`src/sv/clst_pkg.sv`:
```
`timescale 1ns / 1ps
// Shared types and constants for the circular list store.
// No dependencies; used by circular_list_store_top.
package clst_pkg;

    localparam int CAPACITY_DEF = 16;
    localparam int VALUE_W      = 32;
    localparam int POS_W        = 16;
    localparam int ENTRIES_W    = 5;
    localparam int DIV_CNT_W    = $clog2(POS_W);

    // request codes
    localparam logic [2:0] REQ_INS_HEAD = 3'd0;
    localparam logic [2:0] REQ_INS_TAIL = 3'd1;
    localparam logic [2:0] REQ_DEL_HEAD = 3'd2;
    localparam logic [2:0] REQ_DEL_POS  = 3'd3;
    localparam logic [2:0] REQ_LIST     = 3'd4;

    // status codes
    localparam logic [1:0] STAT_OK    = 2'd0;
    localparam logic [1:0] STAT_FULL  = 2'd1;
    localparam logic [1:0] STAT_EMPTY = 2'd2;

    typedef struct packed {
        logic [2:0]                req_type;
        logic signed [VALUE_W-1:0] value;
        logic [POS_W-1:0]          position;
    } in_item_t;

    typedef struct packed {
        logic signed [VALUE_W-1:0] item_value;
        logic [1:0]                status;
        logic [ENTRIES_W-1:0]      entries;
        logic                      last;
    } out_item_t;

    typedef enum logic [3:0] {
        S_IDLE,
        S_DISPATCH,
        S_DIV,
        S_DREAD,
        S_DTAKE,
        S_SREAD,
        S_SWRITE,
        S_LREAD,
        S_LEMIT,
        S_RESULT
    } state_t;

endpackage

```
`src/sv/circular_list_store_top.sv`:
```
`timescale 1ns / 1ps
// Circular list store: ring memory with head index and fill count under a sequencer.
// Depends on clst_pkg.
//
// One request is worked at a time; req_stall stays high until its last result beat is
// loaded into the output register. Delete at a position first reduces the position
// modulo the count with a one-bit-per-cycle compare/subtract unit; a zero residue counts
// as the count. A residue selecting the head advances the head index; any other closes
// the gap by moving each later entry one place down, a read and then a write per entry
// through the ring memory. List all reads each listed value from the memory with a
// registered read. The output register lets a new request be taken while the previous
// result beat waits on rsp_stall.
module circular_list_store_top #(
    parameter int CAPACITY = clst_pkg::CAPACITY_DEF
) (
    input  logic                 clk,
    input  logic                 rst_n,
    input  logic                 req_valid,
    output logic                 req_stall,
    input  clst_pkg::in_item_t   req,
    output logic                 rsp_valid,
    input  logic                 rsp_stall,
    output clst_pkg::out_item_t  rsp
);

    localparam int IDX_W = $clog2(CAPACITY);
    localparam int CNT_W = $clog2(CAPACITY + 1);

    clst_pkg::state_t                   state_reg, state_next;
    clst_pkg::in_item_t                 req_reg, req_next;
    logic [CNT_W-1:0]                   count_reg, count_next;
    logic [IDX_W-1:0]                   head_reg, head_next;
    logic [IDX_W-1:0]                   k_reg, k_next;
    logic [CNT_W-1:0]                   rem_reg, rem_next;
    logic [clst_pkg::POS_W-1:0]         pos_reg, pos_next;
    logic [clst_pkg::DIV_CNT_W-1:0]     bit_reg, bit_next;
    logic signed [clst_pkg::VALUE_W-1:0] res_value_reg, res_value_next;
    logic [1:0]                         res_status_reg, res_status_next;
    logic                               rsp_valid_reg, rsp_valid_next;
    clst_pkg::out_item_t                rsp_reg, rsp_next;

    logic signed [clst_pkg::VALUE_W-1:0] mem [CAPACITY];
    logic signed [clst_pkg::VALUE_W-1:0] rd_data_reg;
    logic                               mem_we, mem_re;
    logic [IDX_W-1:0]                   mem_waddr, mem_raddr;
    logic signed [clst_pkg::VALUE_W-1:0] mem_wdata;

    logic [IDX_W-1:0]                   slot_arg, slot_addr, head_dec, head_inc;
    logic [IDX_W:0]                     slot_sum;
    logic [CNT_W:0]                     rem_shift;
    logic [CNT_W-1:0]                   rem_new, k_plus;
    logic [IDX_W-1:0]                   k_from_rem;
    logic                               rsp_free, shift_more, div_done, list_last;

    assign req_stall = (state_reg != clst_pkg::S_IDLE);
    assign rsp_valid = rsp_valid_reg;
    assign rsp       = rsp_reg;
    assign rsp_free  = !rsp_valid_reg || !rsp_stall;

    // ring slot of list position k: (head + k) mod CAPACITY
    always_comb
    begin
        unique case (state_reg)
            clst_pkg::S_DISPATCH: slot_arg = count_reg[IDX_W-1:0];
            clst_pkg::S_SREAD:    slot_arg = k_reg + IDX_W'(1);
            default:              slot_arg = k_reg;
        endcase
    end

    assign slot_sum  = {1'b0, head_reg} + {1'b0, slot_arg};
    assign slot_addr = (slot_sum >= (IDX_W + 1)'(CAPACITY)) ?
                       IDX_W'(slot_sum - (IDX_W + 1)'(CAPACITY)) : slot_sum[IDX_W-1:0];
    assign head_dec  = (head_reg == '0) ? IDX_W'(CAPACITY - 1) : head_reg - IDX_W'(1);
    assign head_inc  = (head_reg == IDX_W'(CAPACITY - 1)) ? '0 : head_reg + IDX_W'(1);

    // shared compare/subtract step of the position-modulo-count unit
    assign rem_shift  = {rem_reg, pos_reg[clst_pkg::POS_W-1]};
    assign rem_new    = (rem_shift >= {1'b0, count_reg}) ?
                        CNT_W'(rem_shift - {1'b0, count_reg}) : rem_shift[CNT_W-1:0];
    // residue zero means the last element
    assign k_from_rem = (rem_new == '0) ? IDX_W'(count_reg - CNT_W'(1))
                                        : IDX_W'(rem_new - CNT_W'(1));
    assign div_done   = (bit_reg == clst_pkg::DIV_CNT_W'(clst_pkg::POS_W - 1));

    assign k_plus     = CNT_W'(k_reg) + CNT_W'(1);
    assign shift_more = (k_plus < count_reg);
    assign list_last  = (k_plus == count_reg);

    // next state
    always_comb
    begin
        state_next = state_reg;
        unique case (state_reg)
            clst_pkg::S_IDLE:
            begin
                if (req_valid)
                    state_next = clst_pkg::S_DISPATCH;
            end
            clst_pkg::S_DISPATCH:
            begin
                unique case (req_reg.req_type) inside
                    clst_pkg::REQ_DEL_HEAD:
                        state_next = (count_reg == '0) ? clst_pkg::S_RESULT : clst_pkg::S_DREAD;
                    clst_pkg::REQ_DEL_POS:
                        state_next = (count_reg == '0) ? clst_pkg::S_RESULT : clst_pkg::S_DIV;
                    clst_pkg::REQ_LIST:
                        state_next = (count_reg == '0) ? clst_pkg::S_RESULT : clst_pkg::S_LREAD;
                    default:
                        state_next = clst_pkg::S_RESULT;
                endcase
            end
            clst_pkg::S_DIV:
            begin
                if (div_done)
                    state_next = clst_pkg::S_DREAD;
            end
            clst_pkg::S_DREAD:
                state_next = clst_pkg::S_DTAKE;
            clst_pkg::S_DTAKE:
                state_next = (k_reg == '0) ? clst_pkg::S_RESULT : clst_pkg::S_SREAD;
            clst_pkg::S_SREAD:
                state_next = shift_more ? clst_pkg::S_SWRITE : clst_pkg::S_RESULT;
            clst_pkg::S_SWRITE:
                state_next = clst_pkg::S_SREAD;
            clst_pkg::S_LREAD:
                state_next = clst_pkg::S_LEMIT;
            clst_pkg::S_LEMIT:
            begin
                if (rsp_free)
                    state_next = list_last ? clst_pkg::S_IDLE : clst_pkg::S_LREAD;
            end
            clst_pkg::S_RESULT:
            begin
                if (rsp_free)
                    state_next = clst_pkg::S_IDLE;
            end
            default:
                state_next = clst_pkg::S_IDLE;
        endcase
    end

    // datapath and outputs
    always_comb
    begin
        req_next        = req_reg;
        count_next      = count_reg;
        head_next       = head_reg;
        k_next          = k_reg;
        rem_next        = rem_reg;
        pos_next        = pos_reg;
        bit_next        = bit_reg;
        res_value_next  = res_value_reg;
        res_status_next = res_status_reg;
        rsp_next        = rsp_reg;
        rsp_valid_next  = rsp_valid_reg && rsp_stall;
        mem_we          = 1'b0;
        mem_re          = 1'b0;
        mem_waddr       = slot_addr;
        mem_raddr       = slot_addr;
        mem_wdata       = rd_data_reg;

        unique case (state_reg)
            clst_pkg::S_IDLE:
            begin
                if (req_valid)
                    req_next = req;
            end
            clst_pkg::S_DISPATCH:
            begin
                res_value_next  = '0;
                res_status_next = clst_pkg::STAT_OK;
                unique case (req_reg.req_type) inside
                    clst_pkg::REQ_INS_HEAD, clst_pkg::REQ_INS_TAIL:
                    begin
                        if (count_reg >= CNT_W'(CAPACITY))
                            res_status_next = clst_pkg::STAT_FULL;
                        else
                        begin
                            mem_we     = 1'b1;
                            mem_wdata  = req_reg.value;
                            count_next = count_reg + CNT_W'(1);
                            if (req_reg.req_type == clst_pkg::REQ_INS_HEAD)
                            begin
                                head_next = head_dec;
                                mem_waddr = head_dec;
                            end
                        end
                    end
                    clst_pkg::REQ_DEL_HEAD, clst_pkg::REQ_DEL_POS, clst_pkg::REQ_LIST:
                    begin
                        if (count_reg == '0)
                            res_status_next = clst_pkg::STAT_EMPTY;
                        k_next   = '0;
                        rem_next = '0;
                        pos_next = req_reg.position;
                        bit_next = '0;
                    end
                    default:
                        res_status_next = clst_pkg::STAT_OK;
                endcase
            end
            clst_pkg::S_DIV:
            begin
                rem_next = rem_new;
                pos_next = pos_reg << 1;
                bit_next = bit_reg + clst_pkg::DIV_CNT_W'(1);
                if (div_done)
                    k_next = k_from_rem;
            end
            clst_pkg::S_DREAD:
                mem_re = 1'b1;
            clst_pkg::S_DTAKE:
            begin
                res_value_next = rd_data_reg;
                if (k_reg == '0)
                begin
                    head_next  = head_inc;
                    count_next = count_reg - CNT_W'(1);
                end
            end
            clst_pkg::S_SREAD:
            begin
                // fetch the next entry, or finish once the gap reaches the tail
                if (shift_more)
                    mem_re = 1'b1;
                else
                    count_next = count_reg - CNT_W'(1);
            end
            clst_pkg::S_SWRITE:
            begin
                mem_we = 1'b1;
                k_next = k_reg + IDX_W'(1);
            end
            clst_pkg::S_LREAD:
                mem_re = 1'b1;
            clst_pkg::S_LEMIT:
            begin
                if (rsp_free)
                begin
                    rsp_valid_next      = 1'b1;
                    rsp_next.item_value = rd_data_reg;
                    rsp_next.status     = clst_pkg::STAT_OK;
                    rsp_next.entries    = clst_pkg::ENTRIES_W'(count_reg);
                    rsp_next.last       = list_last;
                    k_next              = k_reg + IDX_W'(1);
                end
            end
            clst_pkg::S_RESULT:
            begin
                if (rsp_free)
                begin
                    rsp_valid_next      = 1'b1;
                    rsp_next.item_value = res_value_reg;
                    rsp_next.status     = res_status_reg;
                    rsp_next.entries    = clst_pkg::ENTRIES_W'(count_reg);
                    rsp_next.last       = 1'b1;
                end
            end
            default:
                mem_we = 1'b0;
        endcase
    end

    always_ff @(posedge clk or negedge rst_n)
    begin
        if (!rst_n)
        begin
            state_reg     <= clst_pkg::S_IDLE;
            count_reg     <= '0;
            head_reg      <= '0;
            rsp_valid_reg <= 1'b0;
        end
        else
        begin
            state_reg     <= state_next;
            count_reg     <= count_next;
            head_reg      <= head_next;
            rsp_valid_reg <= rsp_valid_next;
        end
    end

    always_ff @(posedge clk)
    begin
        req_reg        <= req_next;
        k_reg          <= k_next;
        rem_reg        <= rem_next;
        pos_reg        <= pos_next;
        bit_reg        <= bit_next;
        res_value_reg  <= res_value_next;
        res_status_reg <= res_status_next;
        rsp_reg        <= rsp_next;
    end

    // ring memory, one write and one registered read per cycle
    always_ff @(posedge clk)
    begin
        if (mem_we)
            mem[mem_waddr] <= mem_wdata;
    end

    always_ff @(posedge clk)
    begin
        if (mem_re)
            rd_data_reg <= mem[mem_raddr];
    end

    a_count_bound: assert property (@(posedge clk) disable iff (!rst_n)
        count_reg <= CNT_W'(CAPACITY))
        else $error("fill count above capacity");

    a_count_change: assert property (@(posedge clk) disable iff (!rst_n)
        (count_reg != $past(count_reg)) |-> (state_reg == clst_pkg::S_RESULT))
        else $error("fill count changed outside the end of a request");

    a_shift_range: assert property (@(posedge clk) disable iff (!rst_n)
        (state_reg == clst_pkg::S_SWRITE) |-> (k_plus < count_reg))
        else $error("gap close moved past the tail");

endmodule

```
`config.mk`:
```
export PLATFORM = sky130hd
export DESIGN_NAME = circular_list_store_top
export DESIGN_NICKNAME = d
export VERILOG_FILES = /design/src/sv/clst_pkg.sv /design/src/sv/circular_list_store_top.sv
export SDC_FILE = /design/constraint.sdc
export NUM_CORES = 1
export LEC_CHECK = 0
export BUFFER_PORTS_ARGS = -buffer_cell sky130_fd_sc_hd__buf_2
export CORE_MARGIN = 2
export CORE_UTILIZATION = 55
export DETAILED_ROUTE_END_ITERATION = 8
export PLACE_DENSITY_LB_ADDON = 0.15
export SYNTH_ARGS = -nofsm -noshare
export SYNTH_HDL_FRONTEND = slang
export SYNTH_SLANG_ARGS = --single-unit
```
`constraint.sdc`:
```
create_clock -name clk -period 6.2 [get_ports clk]
set_input_delay 0.31 -clock clk [delete_from_list [all_inputs] [get_ports clk]]
set_output_delay 0.31 -clock clk [all_outputs]
set_load 0.01 [all_outputs]
```
==> impl_metrics.tcl <==
set metrics [dict create \
    hold-worst-slack_ns 0.131 \
    clockRootBuffer "clkbuf_16" \
    critical-path-max-stage-delay_ns 1.40 \
    fin_skew_ns 0.0206 \
    n_antenna_cell 0 \
    r2r_start "state_reg[1]" \
    whs_path_depth 3 \
    regToRegEndpoint "mem[4][7]" \
    grt_setup_unrepaired "no" \
    final_hold_viol_count 0 \
    io_buffer_count 96 \
    overflow 0 \
    cp-end-kind "flop" \
    grt_pass1_vias 14608 \
    worstHoldStart "rsp_stall" \
    avg_cell_area_syn_um2 19.6 \
    setup_violations 0 \
    post-cts-setup-buffer-count 0 \
    fp.dieH_um 230 \
    syn2layout_area_growth_pct 15.2 \
    htree_num_levels 3 \
    antenna_found_initial 0 \
    synth_warnings 0 \
    part_of_the_cycle_the_worst_path_needs_pct 84.3 \
    power_density_mw_per_mm2 607 \
    fin_setup_tns_ns 0 \
    die_area_mm2 0.0531 \
    finished_layout_cells 2357 \
    wirelength_um 59900 \
    share_of_post_route_cells_with_drive_strength_above_1_pct 26.9 \
    post_synthesis_cells 1439 \
    drv.max_cap_violation_count 0 \
    floorplan.initialDensity_pct 56.0 \
    worst_path_most_repeated_cell "o21ai_0" \
    core_area_mm2 0.0504 \
    cp.arrival_ns 5.51 \
    synth.yosys.seq_area_share_pct 75.6 \
    dieWidth_um 230 \
    grt_pass1_wl_um 90700 \
    post_synth_mux_area_share_pct 14.3 \
    multi_input_comb_area_mm2 0.00673 \
    synth_ff_type "edfxtp_1" \
    critical_path.top_delay_family "simple AND/OR/NAND/NOR gates" \
    yosys.area_share.xor_xnor_pct 0.679 \
    dp_hpwl_um 33700 \
    gpl.final_weighted_congestion 0.835 \
    synthesis.area_mm2 0.0282 \
    final-max-slew-violation-count 0 \
    grt_max_degree 101 \
    dp_cells 2177 \
    crit_fanout 56 \
    main_combinational_cell_family_by_area_after_synthesis "multiplexers" \
    path_class_of_the_lowest_slack_min_delay_path "primary input to flop" \
    ff2ff_path_depth 12 \
    slew_headroom_pct 20.0 \
    worst_pin_slew_ns 1.20 \
    final_antenna_net_count 0 \
    achievable-frequency_ghz 0.191 \
    path_buf_inv 2 \
    grt_usage_pct 23.2 \
    worst_skew_pair_latency_ns 0.61 \
    tritoncts "done" \
    routedWlPerCell_um 25.4 \
    max-vdd-ir-drop_uv 944 \
    avgViaCountPerCell 6.04 \
    worstPathCellList "nand2b_1 > nor2_1 > o21ai_0 > o21ai_0 > ha_4 > inv_1 > fa_4 > nand2_1 > o21ai_0 > nand2_1 > nor2_4 > buf_4" \
    share_of_synthesized_cell_area_in_full_adder_half_adder_and_majority_cells_pct 1.16 \
    fill_cells 3399 \
    ys_seq_elements 712 \
    ys_async_sr_fraction_pct 1.97 \
    outcome "completed" \
    clk_pin_slew_worst_paths_ns 0.06 \
    worst_path_max_delay_cell "fa_4" \
    number_of_distinct_library_cells_after_synthesis 57 \
    startpoint_type "flop" \
    worstPathRequired_ns 6.49 \
    via_count 14239 \
    final.min_clock_period_ns 5.23 \
    route.detailed.drc 0 \
    post_synthesis_share_of_cell_area_spent_on_and_or_nand_and_nor_gates_pct 5.07 \
    total_leakage_power_nw 10.9 \
    max-clock-path-buffers 3 \
    layout.nets 1712 \
    post-layout-total-power_mw 19.7 \
    placementRows 82 \
    regToRegSetupSlack_ns 0.97 \
    detailedPlace.worstSlack_ns 0.999 \
    setup.worst_path.class "flop to flop" \
    seqCellArea_mm2 0.0213 \
    drt_pre_antenna_iters 5 \
    first_iter_violations 1560 \
    cts.sinks 712 \
    synth_nets 1519 \
    layout_setup_ws_ns 0.974 \
    compound_cell_area_share_of_the_yosys_netlist_pct 1.92 \
    worst_hold_path.endpoint "rsp_valid" \
    flip_flop_count_of_the_largest_register_after_layout 512 \
    synth-edff-count 698 \
    tritoncts.num_buffers 73 \
    design.portCount 97 \
]
-- routing by layer --
layer | vias to the layer above | GRT usage, % | routed length [um]
met5 | - | 0 | 0
met4 | 0 | 6.11 | 1040
met3 | 68 | 3.53 | 3510
met2 | 469 | 37.6 | 29400
met1 | 7537 | 33.7 | 25900
li1 | 6165 | - | -
-- per-stage QoR --
| step | utilization [%] | area (um2) |
|---|---|---|
| floorplan | - | 28200 |
| detailed placement | 59.1 | 29800 |
| global placement | 59.1 | 29800 |
| finish | 64.5 | 32500 |
| CTS | 64.5 | 32500 |
| global route | 64.5 | 32500 |
-- cell usage after synthesis, types with 2 or more instances --
cell / instances / area [um2]
edfxtp_1: 698 / 21000
nand2_1: 168 / 631
mux4_2: 160 / 3600
clkbuf_1: 56 / 210
and3_1: 40 / 250
nor2_1: 39 / 146
mux2_2: 33 / 372
o21ai_0: 25 / 125
ha_1: 23 / 288
a21oi_1: 19 / 95.1
inv_1: 18 / 67.6
dfrtp_1: 14 / 350
nor3_1: 12 / 60.1
xnor2_1: 12 / 105
nand3_1: 9 / 45.0
xor2_1: 8 / 70.1
and2_1: 7 / 43.8
nand2b_1: 7 / 43.8
nor2b_1: 7 / 43.8
mux2i_1: 6 / 60.1
a31oi_1: 5 / 31.3
or2_2: 5 / 31.3
buf_2: 4 / 20.0
nor3b_1: 4 / 30.0
o211ai_1: 4 / 30.0
o21a_1: 4 / 30.0
a21o_1: 3 / 22.5
a22oi_1: 3 / 22.5
buf_1: 3 / 11.3
buf_4: 3 / 22.5
nand3b_1: 3 / 22.5
or3_1: 3 / 18.8
or4_1: 3 / 22.5
a32oi_1: 2 / 17.5
a41oi_1: 2 / 17.5
buf_6: 2 / 22.5
fa_1: 2 / 40.0
o22ai_1: 2 / 12.5
o31ai_1: 2 / 15.0
o32ai_1: 2 / 17.5
-- logic make-up (layout without fill, tap and decap cells) --
kind of cell	Yosys count	after routing
flip-flops	712	712
AND/OR/NAND/NOR	312	312
multiplexers	199	199
buffers and inverters	86	332
AO/OA/AOI/OAI	84	84
adder cells (fa/ha/maj)	25	25
XOR/XNOR	21	21
-- worst max-delay path by stage --
stage | startpoint | to | slack (ns) | depth (start not counted)
detailed placement | state_reg[1] | mem[4][14] | 1.0 | 12
global placement | state_reg[1] | mem[4][14] | 1.13 | 12
CTS | state_reg[1] | mem[4][7] | 0.99 | 12
global route | state_reg[1] | mem[4][7] | 0.61 | 12
floorplan | state_reg[0] | mem[14][0] | 0.63 | 14
finish | state_reg[1] | mem[4][7] | 0.97 | 12
-- timing repair --
action	CTS	global route
endpoints found under the setup margin	0	0
resized for setup	0	0
hold endpoints to repair	65	0
hold buffers	52	0
-- cell usage in the layout, fill, tap and decap left out, drive strengths merged, types with 4 or more instances in the layout --
cell	instances
xnor2	13
o21a	4
nand2b	7
o211ai	4
buf	134
edfxtp	698
inv	20
nor3b	4
nor2b	7
mux4	160
xor2	8
nor3	12
and2	7
a21oi	19
clkbuf	91
ha	23
and3	40
dfrtp	14
nand2	168
a31oi	5
nand3	9
o21ai	26
nor2	39
dlygate4sd3	52
mux2	33
or2	6
mux2i	6
clkinv	32
-- report_power, final --
group / switching [mW] / internal, mW / leakage, nW / total (mW)
combinational: 4.53 / 4.06 / 3.36 / 8.59
sequential: 0.319 / 6.77 / 6.52 / 7.09
clock: 1.73 / 2.32 / 1.07 / 4.05
-- worst register-to-register path, delay by kind of cell, from the launching register on --
kind | cells | cell delay, ns
AOI/OAI and AO/OA | 3 | 0.77
and+or+nand+nor | 5 | 1.68
adders and majority gates | 2 | 1.58
buffers and inverters | 2 | 0.39
DFF | 1 | 0.49
-- area by class of cell --
cell class / instances / share of cell area, %
clock buffer: 91 / 5.93
clock inverter: 37 / 0.790
inverter: 18 / 0.208
multi-input combinational: 641 / 20.7
sequential: 712 / 65.6
tap: 672 / 2.59
timing repair buffer: 186 / 4.15
Power figures use the tool's default switching activity.
